[src/rtl/label_entropy_plane_select_assert.svh]
// assertion macros shared by the plane entropy block
`ifndef LABEL_ENTROPY_PLANE_SELECT_ASSERT_SVH
`define LABEL_ENTROPY_PLANE_SELECT_ASSERT_SVH

// same-cycle implication on clk_i, off during reset
`define LEP_ASSERT_IMPL(lbl, ante, cons, msg) \
  lbl: assert property (@(posedge clk_i) disable iff (!rst_ni) (ante) |-> (cons)) \
    else $error(msg);

// next-cycle implication on clk_i, off during reset
`define LEP_ASSERT_NEXT(lbl, ante, cons, msg) \
  lbl: assert property (@(posedge clk_i) disable iff (!rst_ni) (ante) |=> (cons)) \
    else $error(msg);

`endif

[src/rtl/lep_pkg.sv]
// package: constants, codes, types and table generators for the plane entropy block
`timescale 1ns / 1ps

package lep_pkg;

  localparam int MAX_DIM        = 256;
  localparam int LANES          = 4;
  localparam int SCORE_BITS     = 16;
  localparam int LOG_TABLE_BITS = 10;

  localparam int ADDR_W  = $clog2(MAX_DIM);
  localparam int DIM_W   = ADDR_W + 1;
  localparam int SUM_W   = 35;
  localparam int H_W     = 16;
  localparam int ACC_W   = 21;
  localparam int S_W     = SCORE_BITS + $clog2(LANES + 1);
  localparam int NUM_W   = SCORE_BITS + LOG_TABLE_BITS + 1;
  localparam int Q_W     = LOG_TABLE_BITS + 1;
  localparam int H_DEPTH = (1 << LOG_TABLE_BITS) + 1;
  localparam int LANE_W  = $clog2(LANES + 1);
  localparam int IDX_W   = (LANES > 1) ? $clog2(LANES) : 1;

  localparam int OP_W     = 2;
  localparam int AXIS_W   = 2;
  localparam int SLICE_W  = 8;
  localparam int BEST_W   = 8;
  localparam int STATUS_W = 2;
  localparam int CFG_W    = 9;
  localparam int NL_W     = 3;

  localparam int IN_DATA_W  = ((LANES * SCORE_BITS + AXIS_W + SLICE_W) + 7) / 8 * 8;
  localparam int OUT_DATA_W = ((BEST_W + SUM_W) + 7) / 8 * 8;

  localparam logic [63:0] LN2_Q28 = 64'd186065280;
  localparam logic [SUM_W-1:0] SUM_MAX = '1;

  // operation codes
  localparam logic [OP_W-1:0] OP_CLEAR = 2'd0;
  localparam logic [OP_W-1:0] OP_VOXEL = 2'd1;
  localparam logic [OP_W-1:0] OP_BEST  = 2'd2;
  localparam logic [OP_W-1:0] OP_READ  = 2'd3;

  // result status codes
  localparam logic [STATUS_W-1:0] STAT_OK        = 2'd0;
  localparam logic [STATUS_W-1:0] STAT_NOT_DONE  = 2'd1;
  localparam logic [STATUS_W-1:0] STAT_BAD_SLICE = 2'd2;
  localparam logic [STATUS_W-1:0] STAT_BEYOND    = 2'd3;

  // axis codes
  localparam logic [AXIS_W-1:0] AXIS_X   = 2'd0;
  localparam logic [AXIS_W-1:0] AXIS_Y   = 2'd1;
  localparam logic [AXIS_W-1:0] AXIS_Z   = 2'd2;
  localparam logic [AXIS_W-1:0] AXIS_BAD = 2'd3;

  // register indexes
  localparam logic [1:0] CFG_SIZE_X     = 2'd0;
  localparam logic [1:0] CFG_SIZE_Y     = 2'd1;
  localparam logic [1:0] CFG_SIZE_Z     = 2'd2;
  localparam logic [1:0] CFG_NUM_LABELS = 2'd3;

  typedef struct packed {
    logic             start;
    logic [NUM_W-1:0] num;
    logic [S_W-1:0]   den;
  } div_req_t;

  typedef struct packed {
    logic           done;
    logic [Q_W-1:0] quo;
  } div_rsp_t;

  typedef logic [H_W-1:0]   h_table_t [0:H_DEPTH-1];
  typedef logic [ACC_W-1:0] g_table_t [0:LANES];

  // log2 in Q.30 by repeated squaring
  function automatic logic [63:0] log2_q30(input logic [63:0] v);
    logic [63:0] m;
    logic [63:0] frac;
    int          e;
    e = 0;
    while ((v >> (e + 1)) != 64'd0) e++;
    m = v << (30 - e);
    frac = 64'd0;
    for (int i = 0; i < 30; i++) begin
      m = (m * m) >> 30;
      frac = frac << 1;
      if (m >= (64'd1 << 31)) begin
        m = m >> 1;
        frac = frac | 64'd1;
      end
    end
    return (64'(e) << 30) | frac;
  endfunction

  // -q ln q in Q0.16 for share index k
  function automatic logic [63:0] neg_q_ln_q(input logic [63:0] k);
    logic [63:0] d;
    logic [63:0] t;
    if (k == 64'd0) return 64'd0;
    d = (64'(LOG_TABLE_BITS) << 30) - log2_q30(k);
    t = (d * LN2_Q28) >> 28;
    return (k * t + (64'd1 << (LOG_TABLE_BITS + 13))) >> (LOG_TABLE_BITS + 14);
  endfunction

  // n ln n in Q5.16
  function automatic logic [63:0] n_ln_n(input logic [63:0] n);
    logic [63:0] t;
    if (n <= 64'd1) return 64'd0;
    t = (log2_q30(n) * LN2_Q28) >> 28;
    return (n * t + (64'd1 << 13)) >> 14;
  endfunction

  function automatic h_table_t gen_h_table();
    h_table_t tbl;
    for (int k = 0; k < H_DEPTH; k++) tbl[k] = H_W'(neg_q_ln_q(64'(k)));
    return tbl;
  endfunction

  function automatic g_table_t gen_g_table();
    g_table_t tbl;
    for (int n = 0; n <= LANES; n++) tbl[n] = ACC_W'(n_ln_n(64'(n)));
    return tbl;
  endfunction

endpackage

[src/rtl/lep_div.sv]
// iterative restoring divider giving the lane share index, one quotient bit a cycle
`timescale 1ns / 1ps

module lep_div import lep_pkg::*; (
  input  logic     clk_i,
  input  logic     rst_ni,
  input  div_req_t req_i,
  output div_rsp_t rsp_o
);

  localparam int DSH_W = S_W + LOG_TABLE_BITS;
  localparam int CNT_W = $clog2(Q_W + 1);

  logic [NUM_W-1:0] rem_q;
  logic [DSH_W-1:0] dsh_q;
  logic [Q_W-1:0]   quo_q;
  logic [CNT_W-1:0] cnt_q;
  logic             busy_q;
  logic             done_q;
  logic             fits;

  // trial subtract of the shifted divisor
  assign fits = {{(DSH_W - NUM_W){1'b0}}, rem_q} >= dsh_q;

  // control
  always_ff @(posedge clk_i or negedge rst_ni) begin
    if (!rst_ni) begin
      busy_q <= 1'b0;
      done_q <= 1'b0;
      cnt_q  <= '0;
    end else if (req_i.start) begin
      busy_q <= 1'b1;
      done_q <= 1'b0;
      cnt_q  <= CNT_W'(Q_W);
    end else if (busy_q) begin
      cnt_q <= cnt_q - 1'b1;
      if (cnt_q == CNT_W'(1)) begin
        busy_q <= 1'b0;
        done_q <= 1'b1;
      end
    end else begin
      done_q <= 1'b0;
    end
  end

  // datapath
  always_ff @(posedge clk_i) begin
    if (req_i.start) begin
      rem_q <= req_i.num;
      dsh_q <= {req_i.den, {LOG_TABLE_BITS{1'b0}}};
      quo_q <= '0;
    end else if (busy_q) begin
      if (fits) begin
        rem_q <= rem_q - dsh_q[NUM_W-1:0];
        quo_q <= {quo_q[Q_W-2:0], 1'b1};
      end else begin
        quo_q <= {quo_q[Q_W-2:0], 1'b0};
      end
      dsh_q <= dsh_q >> 1;
    end
  end

  assign rsp_o.done = done_q;
  assign rsp_o.quo  = quo_q;

endmodule

[config.mk]
export PLATFORM = sky130hd
export DESIGN_NAME = lep_div
export DESIGN_NICKNAME = d
export VERILOG_FILES = /design/src/rtl/label_entropy_plane_select_assert.svh /design/src/rtl/lep_pkg.sv /design/src/rtl/lep_div.sv
export SDC_FILE = /design/constraint.sdc
export NUM_CORES = 1
export LEC_CHECK = 0
export ABC_AREA = 1
export BUFFER_PORTS_ARGS = -buffer_cell sky130_fd_sc_hd__buf_2
export CELL_PAD_IN_SITES_DETAIL_PLACEMENT = 0
export CELL_PAD_IN_SITES_GLOBAL_PLACEMENT = 1
export CORE_MARGIN = 2
export CORE_UTILIZATION = 30
export CTS_CLUSTER_DIAMETER = 100
export DETAILED_ROUTE_END_ITERATION = 8
export PLACE_DENSITY_LB_ADDON = 0.15
export SKIP_LAST_GASP = 1
export SLEW_MARGIN = 5
export SYNTH_ARGS = -nofsm -noshare
export SYNTH_HDL_FRONTEND = slang
export SYNTH_SLANG_ARGS = --single-unit
[constraint.sdc]
create_clock -name clk_i -period 4.4 [get_ports clk_i]
set_clock_uncertainty 0.1 [all_clocks]
set_input_delay 0.66 -clock clk_i [delete_from_list [all_inputs] [get_ports clk_i]]
set_output_delay 0.66 -clock clk_i [all_outputs]
set_load 0.02 [all_outputs]
After elaboration in Yosys (flattened, before gate mapping):

Index checks and enable logic that the tools add are counted.

* bits in registers: 73
* input port bits: 49

* add/sub/neg operators: 2
* magnitude comparators: 1
* eq/ne operators: 2
* mux-type cells: 14
* reduce and logical (&&, ||, !) cells: 3

Operators with widths (number)
* 27-bit 2-to-1 mux: 3
* 29-bit 2-to-1 mux: 2
* 27-bit by 29-bit greater-or-equal comparator with 1-bit output: 1
* 27-bit subtractor: 1
* 4-bit 2-to-1 mux: 2
* 1-bit 2-to-1 mux: 7
* 4-bit by 1-bit == test with 1-bit output, second input constant: 1
* 2-bit nonzero test: 2
* 4-bit by 1-bit subtractor with 4-bit output, second input constant: 1
* 3-bit by 2-bit inequality test with 1-bit output, second input constant: 1
* 2-bit AND reduction: 1

Depth between registers and ports, before layout:

Gate-level depths: netlist of the first run.

* depth in word-level cells: 4
* gate-level depth with buffers: 13

Least setup slack after synthesis of the first run:

Ideal clock, no wire load.

* path kind: flip-flop to flip-flop
* from: register rem_q[11]
* to: register rem_q[0], enable pin
* library setup time: 0.384 ns
* arrival: 1.991 ns
* required time: 3.916 ns
* path slack: 1.925 ns
* cell stages (with the launch flop): 11
* path buffers: 0
* path through: edfxtp_1 > ha_1 > nand2_2 > nor2_4 > and2_1 > nand2_1 > nand2_1 > nand2_1 > nand3_1 > nand2_1 > nand2_1

* word-level cells in the longest chain between the ends: 3

Ends and longest elaborated chain
* start, declared: line lep_div.sv:14 `logic [NUM_W-1:0] rem_q;`
* start signal, assigned: line lep_div.sv:49 `rem_q <= req_i.num;`
* start signal, assigned: line lep_div.sv:54 `rem_q <= rem_q - dsh_q[NUM_W-1:0];`
* 27-bit by 29-bit greater-or-equal comparator with 1-bit output: line lep_div.sv:23 `assign fits = {{(DSH_W - NUM_W){1'b0}}, rem_q} >= dsh_q;`
* 2-bit nonzero test (no source line)
* 2-bit AND reduction (no source line)

Every way passes these cells.
A chain may end at the register's enable or synchronous reset.

Worst setup path after layout of the first run:

* from: register dsh_q[3]
* to: register rem_q[11], enable pin

* word-level cells in the longest chain between the ends: 3

Ends and longest elaborated chain
* start, declared: line lep_div.sv:15 `logic [DSH_W-1:0] dsh_q;`
* start signal, assigned: line lep_div.sv:50 `dsh_q <= {req_i.den, {LOG_TABLE_BITS{1'b0}}};`
* start signal, assigned: line lep_div.sv:59 `dsh_q <= dsh_q >> 1;`
* 27-bit by 29-bit greater-or-equal comparator with 1-bit output: line lep_div.sv:23
* 2-bit nonzero test (no source line)
* 2-bit AND reduction (no source line)

Every way passes these cells.

==> out/metrics.cfg, run 1 <==
[routing]
wl_per_cell_um=13.93
drt_iter0_drc=231
vias=4445
antenna_left=0
first_pass_iters=5
finalWirelength_um=13970
drc_errors=0
viasPerCell=4.432

[clock_network]
clock_latency_ns=0.34
root_buffer=clkbuf_16
post-cts-setup-buffers=0
cts_max_path_buffers=2
clock_sinks=73
cts_tree=built
cts_hold_buf=0
cts_resized=0
cts_buffers=9
path_clk_slew_ns=0.06
htreeDepth=3

[sta]
slew_violations=0
worstMarginPinSlew_ns=0.8029
setup_viol=0
min_period_ns=2.856
whs_ns=0.03350
finalHoldViolations=0
relSlewSlack_pct=46.40
rsz0062_at_grt=false
tns_ns=0
fin_crit_sh_pct=64.91
max_freq_mhz=350.1

[place]
dp.final_hpwl_um=10880
dpl_cell_area_sq_mm=0.005523
gp_congestion=0.8785
port_buffers=60

[synthesis]
ys.warnings.count=0
synthTopCellsByArea=edfxtp_1 28%, nand2_1 19%, inv_1 10%
synth_seq_cells=73
yosysSeqAreaShare_pct=39.24
synth_area_sq_mm=0.004975
synth_cell_types=34
netlist.area_leader.share_pct=27.77
yosys.area.top_type=edfxtp_1
syn_avg_cell_area_sq_um=6.948
synthesis.instances=716
synth_fp_nets=795

[floorplanning]
die_area_sq_mm=0.01763
num_rows=47
die_y_um=132.8
core_area_sq_mm=0.01641
start_util_pct=30.32
die_w_um=132.8
io_pins=61

[flow_run]
max_cap_violations=0

[global_routing]
grt_overflow_total=0
grt_max_degree=38
grtUsageTotal_pct=16.78
grt_pass1_wl_um=22960
grt_pass1_vias=4493
antenna_found_initial=0

[critical_path]
critPathLaunchType=flip-flop
path_class=reg -> reg
required_ns=4.30
worst_ep_arrival_time_ns=2.75
reg2reg_depth=13
cp-end-kind=flip-flop
worstPathMaxFanout=24

[finish]
num_antenna_cells=0
final_nets=857
design_area_sq_mm=0.005819
syn_to_final_growth_pct=16.98
layout-drive-gt1-share_pct=13.79

[power_and_ir_drop]
power_leakage_nw=2.942
ir_drop_uv=194.5
power_density_mw_per_mm2=535.9

[run_status]
outcome=complete, no violations

[min_path]
hold_path.class=in -> async

[kinds of logic (layout without fill, tap and decap cells)]
kind of cell	count (synthesis)	after routing	synth area share [%]
simple gates	385	385	32.77
compound gates	69	69	7.520
fa+ha+maj	30	30	7.696
flops	73	73	39.24
xor+xnor	6	6	1.056
buf+inv	153	220	11.72
[cell usage in the layout (no fill, tap or decap), drive strengths merged]
master and n:
and2 1, o22ai 17, nor2 50, nand3 50, fa 1, clkinvlp 1, ha 29, nand4 8
nand2 264, dfxtp 21, nor3 2, inv 140, a22oi 1, a31oi 1, xnor2 5, dfrtp 6
bufinv 1, clkinv 3, buf 64, o21ai 32, nand3b 2, edfxtp 46, clkbuf 11, xor2 1
or2 8, a21oi 18
[metrics by stage]
stage	instances	setup slack, ns	utilization [%]	power, mW
2_1_floorplan	716	1.925	-	2.003
3_3_place_gp	987	1.599	33.66	2.393
3_5_place_dp	987	1.571	33.66	2.392
4_1_cts	1003	1.558	35.47	3.161
5_1_grt	1003	1.333	35.47	3.405
6_report	1003	1.544	35.47	3.119
[Yosys cell counts]
cell / number
a21oi_2: 1
nand2_2: 9
or2_1: 4
nand3_2: 2
a21oi_1: 17
nand3_1: 48
inv_1: 135
nor2_2: 6
nand3b_1: 2
o21ai_0: 31
nor2_4: 3
xnor2_1: 5
nand2_1: 255
dfxtp_1: 21
nor2_1: 41
clkinv_1: 1
buf_4: 2
o22ai_1: 17
nor3_1: 2
clkbuf_1: 8
a22oi_1: 1
inv_2: 4
o21ai_1: 1
xor2_1: 1
fa_1: 1
edfxtp_1: 46
and2_1: 1
ha_1: 29
buf_2: 1
dfrtp_1: 6
buf_1: 2
or2_2: 4
a31oi_1: 1
nand4_1: 8
[final timing paths]
path / from / to / slack, ns
max reg2reg: dsh_q[3]$_SDFFE_PP0P_ / rem_q[11]$_DFFE_PP_ / 1.54
min reg2reg: quo_q[10]$_SDFFE_PP0P_ / quo_q[10]$_SDFFE_PP0P_ / 0.37
max: dsh_q[3]$_SDFFE_PP0P_ / rem_q[11]$_DFFE_PP_ / 1.54
max in group asynchronous: rst_ni / cnt_q[1]$_DFFE_PN0P_ / 4.02
min: rst_ni / done_q$_DFFE_PN0P_ / 0.03
min in group clk_i: quo_q[10]$_SDFFE_PP0P_ / quo_q[10]$_SDFFE_PP0P_ / 0.37
[registers in the layout (all words and copies together), names as in the netlist]
signal,flops
dsh_q,29
done_q,1
quo_q,11
cnt_q,4
busy_q,1
rem_q,27
[routing by layer]
layer	part of all wire [%]	vias to the layer above	GRT usage (%)
met5	0	-	0
li1	-	2371	-
met3	4.0	15	3.487
met1	51	1979	23.77
met2	43	80	25.79
met4	1.6	0	4.958
[power by group]
group	internal [mW]	total [mW]	switching, mW
clock network	0.453	0.748	0.295
registers	0.883	0.923	0.0399
logic	0.489	1.45	0.959
total	1.82	3.12	1.29
[area by class of cell]
class,instances,area (sq um)
fillers,1796,10590
multi-input cells,490,2440
flip-flops and latches,73,1952
inverters,140,525.5
repair buffers,64,330.3
well taps,220,275.3
clock buffers,11,242.7
clock inverters,5,53.80
[critical path: stages, from the launching register on]
cell and delay (ns):
dfxtp_1 0.30, inv_1 0.09, ha_1 0.39, nand2_1 0.16, nor2_1 0.17, nand2_1 0.08
nand3_2 0.12, nand2_1 0.07, nand2_1 0.11, nand2_1 0.06, nand3_1 0.14, nand2_1 0.14
nand2_1 0.17, buf_4 0.39
No activity file was read; power rests on OpenSTA's default activity.
==> run 2, diff against run 1 <==
--- a/config.mk
+++ b/config.mk
@@ -5,7 +5,7 @@
 export SDC_FILE = /design/constraint.sdc
 export NUM_CORES = 1
 export LEC_CHECK = 0
-export ABC_AREA = 1
+export ABC_AREA = 0
 export BUFFER_PORTS_ARGS = -buffer_cell sky130_fd_sc_hd__buf_2
 export CELL_PAD_IN_SITES_DETAIL_PLACEMENT = 0
 export CELL_PAD_IN_SITES_GLOBAL_PLACEMENT = 1
==> constraint.sdc (replaced) <==
create_clock -name clk_i -period 2.7 [get_ports clk_i]
set_clock_uncertainty 0.1 [all_clocks]
set_input_delay 0.405 -clock clk_i [delete_from_list [all_inputs] [get_ports clk_i]]
set_output_delay 0.405 -clock clk_i [all_outputs]
set_load 0.02 [all_outputs]
==> run 2 against run 1 <==
The run now ends with negative setup slack left. Setup slack worse by 1.6 ns. Wire length is 16% lower. Register-to-register slack got worse by 1.6 ns. Clock-buffer cell count did not move. Sequential cell count did not move. Via count decreased by 14%. Non-clock buffer count is 41 higher. Final cell count is 21% lower. Highest routed layer unchanged.
==> out/metrics.cfg, run 2 <==
[finish]
final_common_cell=nand2_1
design_area_sq_mm=0.005799  ; -0.34%
multiInputGateArea_sq_mm=0.002505  ; +2.7%
register_area_sq_mm=0.001954  ; +0.13%
final_nets=675  ; -21%
final_cell_mix=77 x nand2_1, 59 x buf_2, 46 x nor2_1, 46 x edfxtp_1, 42 x buf_4
layout-drive-gt1-share_pct=24.63  ; +11 points
syn_to_final_growth_pct=26.33
fillers=1533  ; -15%
num_antenna_cells=0  ; unchanged
regMostFlops=dsh_q
largest_reg_flops=29  ; unchanged
reg.largest.list=dsh_q: 29 flops, rem_q: 27 flops, quo_q: 11 flops

[global_routing]
grt_overflow_total=0  ; unchanged
grtUsageTotal_pct=15.13  ; -1.7 points
grt_pass1_vias=3953  ; -12%
grt_max_degree=41  ; +7.9%
grt_pass1_wl_um=19460  ; -15%
antenna_found_initial=0  ; unchanged

[routing]
viasPerCell=4.837  ; +9.1%
wl_met1_um=5922  ; -17%
first_pass_iters=4  ; -1
top_layer_used=met4
vias=3816  ; -14%
drt_iter0_drc=193  ; -16%
drc_errors=0  ; unchanged
antenna_left=0  ; unchanged
wl_per_cell_um=14.94  ; +7.3%
met2_wirelength_um=5183  ; -14%
wl_met3_um=560  ; +1.4%
finalWirelength_um=11790  ; -16%

[place]
dpl_cell_area_sq_mm=0.005358  ; -3.0%
port_buffers=60  ; unchanged
dp.final_hpwl_um=8744  ; -20%
gp_congestion=0.8090  ; -7.9%

[synthesis]
async_flop_share_pct=8.219  ; unchanged
synth_ff_type=edfxtp_1
ys.warnings.count=0  ; unchanged
synthesis.instances=504  ; -30%
yosysSeqAreaShare_pct=42.52  ; +3.3 points
ys_top_cells_by_count=77 x nand2_1, 46 x edfxtp_1, 46 x nor2_1, 34 x inv_1, 29 x ha_1
synth_fp_nets=583  ; -27%
synthTopCellsByArea=edfxtp_1 30%, dfxtp_1 9.2%, ha_1 7.9%
syn_avg_cell_area_sq_um=9.108  ; +31%
synth_edf_count=46  ; unchanged
yosysMostFrequentCell=nand2_1
synth_area_sq_mm=0.004591  ; -7.7%
netlist.area_leader.share_pct=30.09  ; +2.3 points
yosys.area.top_type=edfxtp_1
synth_cell_types=57  ; +68%
synth_seq_cells=73  ; unchanged

[power_and_ir_drop]
power_leakage_nw=2.647  ; -10%
power_density_mw_per_mm2=1007  ; +88%
ir_drop_uv=376.1  ; +93%

[critical_path]
cp_cell_sequence=ha_1 > nor2b_4 > o31a_1 > o311ai_4 > a21oi_2 > a41oi_2 > a21oi_2 > a211o_4 > buf_12
worstPathMaxFanout=13  ; -46%
rr_endpoint=rem_q[15]$_DFFE_PP_
regToRegStartpoint=rem_q[1]$_DFFE_PP_
critPathLaunchType=flip-flop
crit_path_frequent_cell=a21oi_2
required_ns=2.70  ; -1.60 ns
cpPeakStageDelay_ns=0.40  ; about the same
path_class=reg -> reg
cp-end-kind=flip-flop
reg2reg_depth=9  ; -4
slowest_stage=edfxtp_1
rrSetupSlack_ns=-0.02  ; -1.56 ns
worst_ep_arrival_time_ns=2.72  ; -0.03 ns

[clock_network]
clock_latency_ns=0.34  ; about the same
cts_buffers=9  ; unchanged
path_clk_slew_ns=0.06  ; about the same
root_buffer=clkbuf_16
cts_tree=built
clock_sinks=73  ; unchanged
htreeDepth=3  ; unchanged
cts_max_path_buffers=2  ; unchanged

[sta]
max_freq_mhz=368.0  ; +5.1%
rsz0062_at_grt=true
min_period_ns=2.717  ; -0.1386 ns
relSlewSlack_pct=70.59  ; +24 points
slew_violations=0  ; unchanged
setup_viol=20  ; +20
setup_ws_ns=-0.01746  ; -1.561 ns
whs_ns=0.2414  ; +0.2079 ns
worstMarginPinSlew_ns=0.4411  ; -0.3618 ns
fin_crit_sh_pct=100.6  ; +36 points
finalHoldViolations=0  ; unchanged

[floorplanning]
num_rows=45  ; -4.3%
die_area_sq_mm=0.01631  ; -7.5%
die_y_um=127.7  ; -3.8%
core_area_sq_mm=0.01509  ; -8.0%
die_w_um=127.7  ; -3.8%
start_util_pct=30.42  ; +0.10 points
io_pins=61  ; unchanged

[min_path]
min_from=req_i[5]
min_path_cells=3
holdPathEnd=dsh_q[15]$_DFFE_PP_
hold_path.class=in -> reg

[run_status]
violations=negative setup slack
outcome=finished with violations

[flow_run]
max_cap_violations=0  ; unchanged

-- run 2: cell count changes after synthesis, sizes merged, moves of 10 or more --
cell,change
nand3,-41
inv,-105
o21ai,+10
xor2,+12
nand2,-186
o22ai,-17
mux2i,+23
a21o,+13
-- run 2: repair_timing --
action | in CTS | in global routing
hold endpoints to repair | 6 | 0
hold buffers | 1 | 0
pin swaps | 3 | 6
gates cloned | 0 | 1
setup endpoints to repair | 28 | 35
gates resized for setup | 3 | 17
setup buffers | 0 | 4
-- run 2: final cells by class --
type	instances	share of cell area (%)
Clock buffer	11	4.380
Clock inverter	5	0.6472
Inverter	34	2.201
Multi-Input combinational cell	373	43.19
Sequential cell	73	33.70
Tap cell	188	4.056
Timing Repair Buffer	105	11.82
-- run 2: worst max-delay path by stage --
stage,from,endpoint,slack [ns]
5_1_grt,rem_q[1]$_DFFE_PP_,rem_q[19]$_DFFE_PP_,-0.08
3_5_place_dp,rem_q[1]$_DFFE_PP_,rem_q[15]$_DFFE_PP_,-0.06
4_1_cts,rem_q[1]$_DFFE_PP_,rem_q[3]$_DFFE_PP_,0.007
3_3_place_gp,rem_q[0]$_DFFE_PP_,rem_q[18]$_DFFE_PP_,-0.01
2_1_floorplan,rem_q[1]$_DFFE_PP_,rem_q[0]$_DFFE_PP_,0.02
6_report,rem_q[1]$_DFFE_PP_,rem_q[15]$_DFFE_PP_,-0.02
-- run 2: layer usage --
layer,GRT usage [%],vias to the layer above
li1,-,1963
met1,21.41,1784
met3,3.631,7
met5,0,-
met4,4.266,0
met2,23.09,62
-- run 2: cell families (layout without fill, tap and decap cells) --
family	Yosys count	after routing	synth area share (%)
XOR/XNOR	24	24	4.579
buffers and inverters	58	155	4.933
adder cells (fa/ha/maj)	30	30	8.340
flip-flops	73	73	42.52
AND/OR/NAND/NOR	170	170	16.49
multiplexers	24	24	5.260
AO/OA/AOI/OAI	125	125	17.88
-- run 2: worst max-delay path, delay by kind of cell (launching register included) --
family / cells / cell delay, ns
and+or+nand+nor: 1 / 0.14
adders and majority gates: 1 / 0.33
DFF: 1 / 0.40
AOI/OAI and AO/OA: 6 / 1.34
buffers and inverters: 1 / 0.16
-- run 2: power breakdown --
group	internal, mW	switching, mW	total (mW)
Clock	0.682	0.499	1.18
Sequential	1.51	0.0934	1.60
Combinational	1.39	1.67	3.06
Total	3.57	2.27	5.84
-- run 2: per-stage QoR --
step / std cells / utilization (%) / setup TNS, ns / power [mW] / setup WS [ns]
final: 789 / 38.43 / -0.2472 / 5.839 / -0.01746
after CTS: 784 / 37.67 / 0 / 5.757 / 0.007386
after floorplan: 504 / - / 0 / 3.562 / 0.01827
after detailed placement: 767 / 35.51 / -1.692 / 4.500 / -0.06396
after global placement: 767 / 35.51 / -0.01253 / 4.518 / -0.01253
after global routing: 789 / 38.43 / -2.153 / 6.304 / -0.08244
==> run 3, diff against run 2 <==
--- a/config.mk
+++ b/config.mk
@@ -6,14 +6,15 @@
 export NUM_CORES = 1
 export LEC_CHECK = 0
 export ABC_AREA = 0
-export BUFFER_PORTS_ARGS = -buffer_cell sky130_fd_sc_hd__buf_2
 export CELL_PAD_IN_SITES_DETAIL_PLACEMENT = 0
 export CELL_PAD_IN_SITES_GLOBAL_PLACEMENT = 1
 export CORE_MARGIN = 2
 export CORE_UTILIZATION = 30
 export CTS_CLUSTER_DIAMETER = 100
 export DETAILED_ROUTE_END_ITERATION = 8
+export DONT_BUFFER_PORTS = 1
 export PLACE_DENSITY_LB_ADDON = 0.15
+export SETUP_SLACK_MARGIN = 0.15
 export SKIP_LAST_GASP = 1
 export SLEW_MARGIN = 5
 export SYNTH_ARGS = -nofsm -noshare
==> run 3 against run 2 <==
The run now ends clean. Maximum frequency rose by 2.6%. Die area unchanged. Non-clock buffer count fell by 51. Sequential power is 3% higher. Power up 6.3%. Critical path depth is the same. Wire length rose by 0.31%. Combinational power up 12%. Final cell count is 6.5% lower. Sequential cell count stayed put.
==> out/metrics.cfg, run 3 (synthesis gave the netlist of run 2 again) <==
[run_status]
outcome=complete, no violations

[global_routing]
grt_max_degree=111  ; +170%
antenna_found_initial=0  ; unchanged
grtUsageTotal_pct=14.86  ; -0.27 points
grt_overflow_total=0  ; unchanged
grt_pass1_vias=3656  ; -7.5%
grt_pass1_wl_um=18740  ; -3.7%

[floorplanning]
num_rows=45  ; unchanged
core_area_sq_mm=0.01509  ; unchanged
start_util_pct=30.42  ; unchanged
die_area_sq_mm=0.01631  ; unchanged
die_y_um=127.7  ; unchanged
io_pins=61  ; unchanged
die_w_um=127.7  ; unchanged

[clock_network]
cts_max_path_buffers=2  ; unchanged
htreeDepth=3  ; unchanged
cts_tree=built
root_buffer=clkbuf_16
path_clk_slew_ns=0.07  ; about the same
clock_sinks=73  ; unchanged
cts_buffers=9  ; unchanged
clock_latency_ns=0.35  ; about the same

[sta]
relSlewSlack_pct=69.13  ; -1.5 points
fin_crit_sh_pct=98.09  ; -2.6 points
max_freq_mhz=377.6  ; +2.6%
rsz0062_at_grt=true
worstMarginPinSlew_ns=0.4631  ; +0.02200 ns
min_period_ns=2.648  ; -0.06906 ns
slew_violations=0  ; unchanged
finalHoldViolations=0  ; unchanged
whs_ns=0.01969  ; -0.2217 ns
setup_viol=0  ; -100%

[critical_path]
crit_path_frequent_cell=a21oi_2
worstPathMaxFanout=14  ; +1
slowest_stage=edfxtp_1
cp-end-kind=flip-flop
worst_ep_arrival_time_ns=2.66  ; -0.06 ns
path_class=reg -> reg
rrSetupSlack_ns=0.05  ; +0.07 ns
crit_start=rem_q[1]$_DFFE_PP_
rr_endpoint=rem_q[11]$_DFFE_PP_
regToRegStartpoint=rem_q[1]$_DFFE_PP_
cp_cell_sequence=ha_4 > nor2b_4 > o31a_1 > o311ai_2 > a21oi_2 > a41oi_2 > a21oi_2 > a211o_4 > buf_12
cpPeakStageDelay_ns=0.43  ; +0.03 ns
critPathLaunchType=flip-flop
reg2reg_depth=9  ; unchanged
required_ns=2.71  ; about the same

[finish]
final_nets=624  ; -7.6%
final_common_cell=nand2_1
fin_util_pct=38.29  ; -0.14 points
final_cell_mix=74 x nand2_1, 47 x buf_4, 46 x edfxtp_1
largest_reg_flops=29  ; unchanged
reg.largest.list=dsh_q: 29 flops, rem_q: 27 flops, quo_q: 11 flops
syn_to_final_growth_pct=25.87
layout-drive-gt1-share_pct=23.45  ; -1.2 points
num_antenna_cells=0  ; unchanged
regMostFlops=dsh_q

[power_and_ir_drop]
ir_drop_uv=357.8  ; -4.9%
swShare_pct=38.92  ; +0.11 points
power_density_mw_per_mm2=1074  ; +6.7%
switchingPower_mw=2.415  ; +6.6%
power_leakage_nw=2.463  ; -6.9%
seq_power_share_pct=26.5  ; -0.9 points
p_clk_share_pct=18.1  ; -2.1 points
power_frac_comb_pct=55.4  ; +3.0 points
p_int_mw=3.791  ; +6.1%

[place]
dp.final_hpwl_um=8549  ; -2.2%
gp_congestion=0.8128  ; +0.47%
port_buffers=0  ; -100%

[min_path]
holdPathEnd=cnt_q[2]$_DFFE_PN0P_
min_from=req_i[46]
min_path_cells=1  ; -2
hold_path.class=in -> reg

[routing]
first_pass_iters=4  ; unchanged
drt_iter0_drc=109  ; -44%
finalWirelength_um=11820  ; +0.31%
viasPerCell=4.915  ; +1.6%
drc_errors=0  ; unchanged
antenna_left=0  ; unchanged
vias=3627  ; -5.0%
wl_per_cell_um=16.02  ; +7.2%

[flow_run]
max_cap_violations=0  ; unchanged

## run 3: layout make-up
class / count / area [sq um]
Sequential cell: 73 / 1957
Clock buffer: 10 / 229.0
Multi-Input combinational cell: 373 / 2743
Tap cell: 188 / 235.2
Inverter: 34 / 127.6
Fill cell: 1560 / 9311
Clock inverter: 6 / 38.79
Timing Repair Buffer: 54 / 447.9
## run 3: how the worst max path moves through the flow
stage                                      to  slack (ns)  cells past startpoint
final                     rem_q[11]$_DFFE_PP_        0.05                      9
after global routing      rem_q[12]$_DFFE_PP_       -0.04                      9
after CTS                 rem_q[11]$_DFFE_PP_       0.005                      9
after detailed placement  rem_q[18]$_DFFE_PP_       -0.02                     11
after global placement    rem_q[18]$_DFFE_PP_       -0.07                     11
after floorplan            rem_q[0]$_DFFE_PP_        0.08                      8
## run 3: layer usage
layer / track usage [%] / vias to the layer above / wire, um / part of all wire, %
met4: 6.593 / 0 / 219 / 1.9
met3: 3.339 / 14 / 377 / 3.2
met1: 20.03 / 1703 / 5774 / 49
met5: 0 / - / 0 / 0
li1: - / 1861 / - / -
met2: 22.87 / 49 / 5452 / 46
## run 3: per-stage QoR
stage / instance area [sq um] / worst slack (ns) / TNS [ns] / cells / total power, mW
6_report: 5778 / 0.05160 / 0 / 738 / 6.206
5_1_grt: 5778 / -0.03519 / -0.6800 / 738 / 6.672
4_1_cts: 5429 / 0.004921 / 0 / 730 / 5.782
3_5_place_dp: 5025 / -0.01713 / -0.01713 / 703 / 4.438
3_3_place_gp: 5025 / -0.06636 / -0.06636 / 703 / 4.434
2_1_floorplan: 4599 / 0.07519 / 0 / 504 / 3.562
## run 3: critical path: cells and delay by family (launching register included)
| family | cells | cell delay, ns |
|---|---|---|
| flops | 1 | 0.43 |
| simple gates | 1 | 0.12 |
| fa+ha+maj | 1 | 0.26 |
| compound gates | 6 | 1.31 |
| buf+inv | 1 | 0.16 |
## run 3: power groups by stage
stage               combinational (mW)  sequential, mW  clock [mW]
floorplan                         1.96            1.60           0
global placement                  2.81            1.62           0
detailed placement                2.80            1.63           0
CTS                               3.00            1.62        1.17
global route                      3.78            1.68        1.21
finish                            3.44            1.65        1.12
## run 3: repair_timing
item	in CTS	in global routing
pin swaps	7	23
setup endpoints to repair	35	42
resized for setup	10	59
buffers inserted	10	8
endpoints found under the hold margin	6	0
hold buffers	1	0
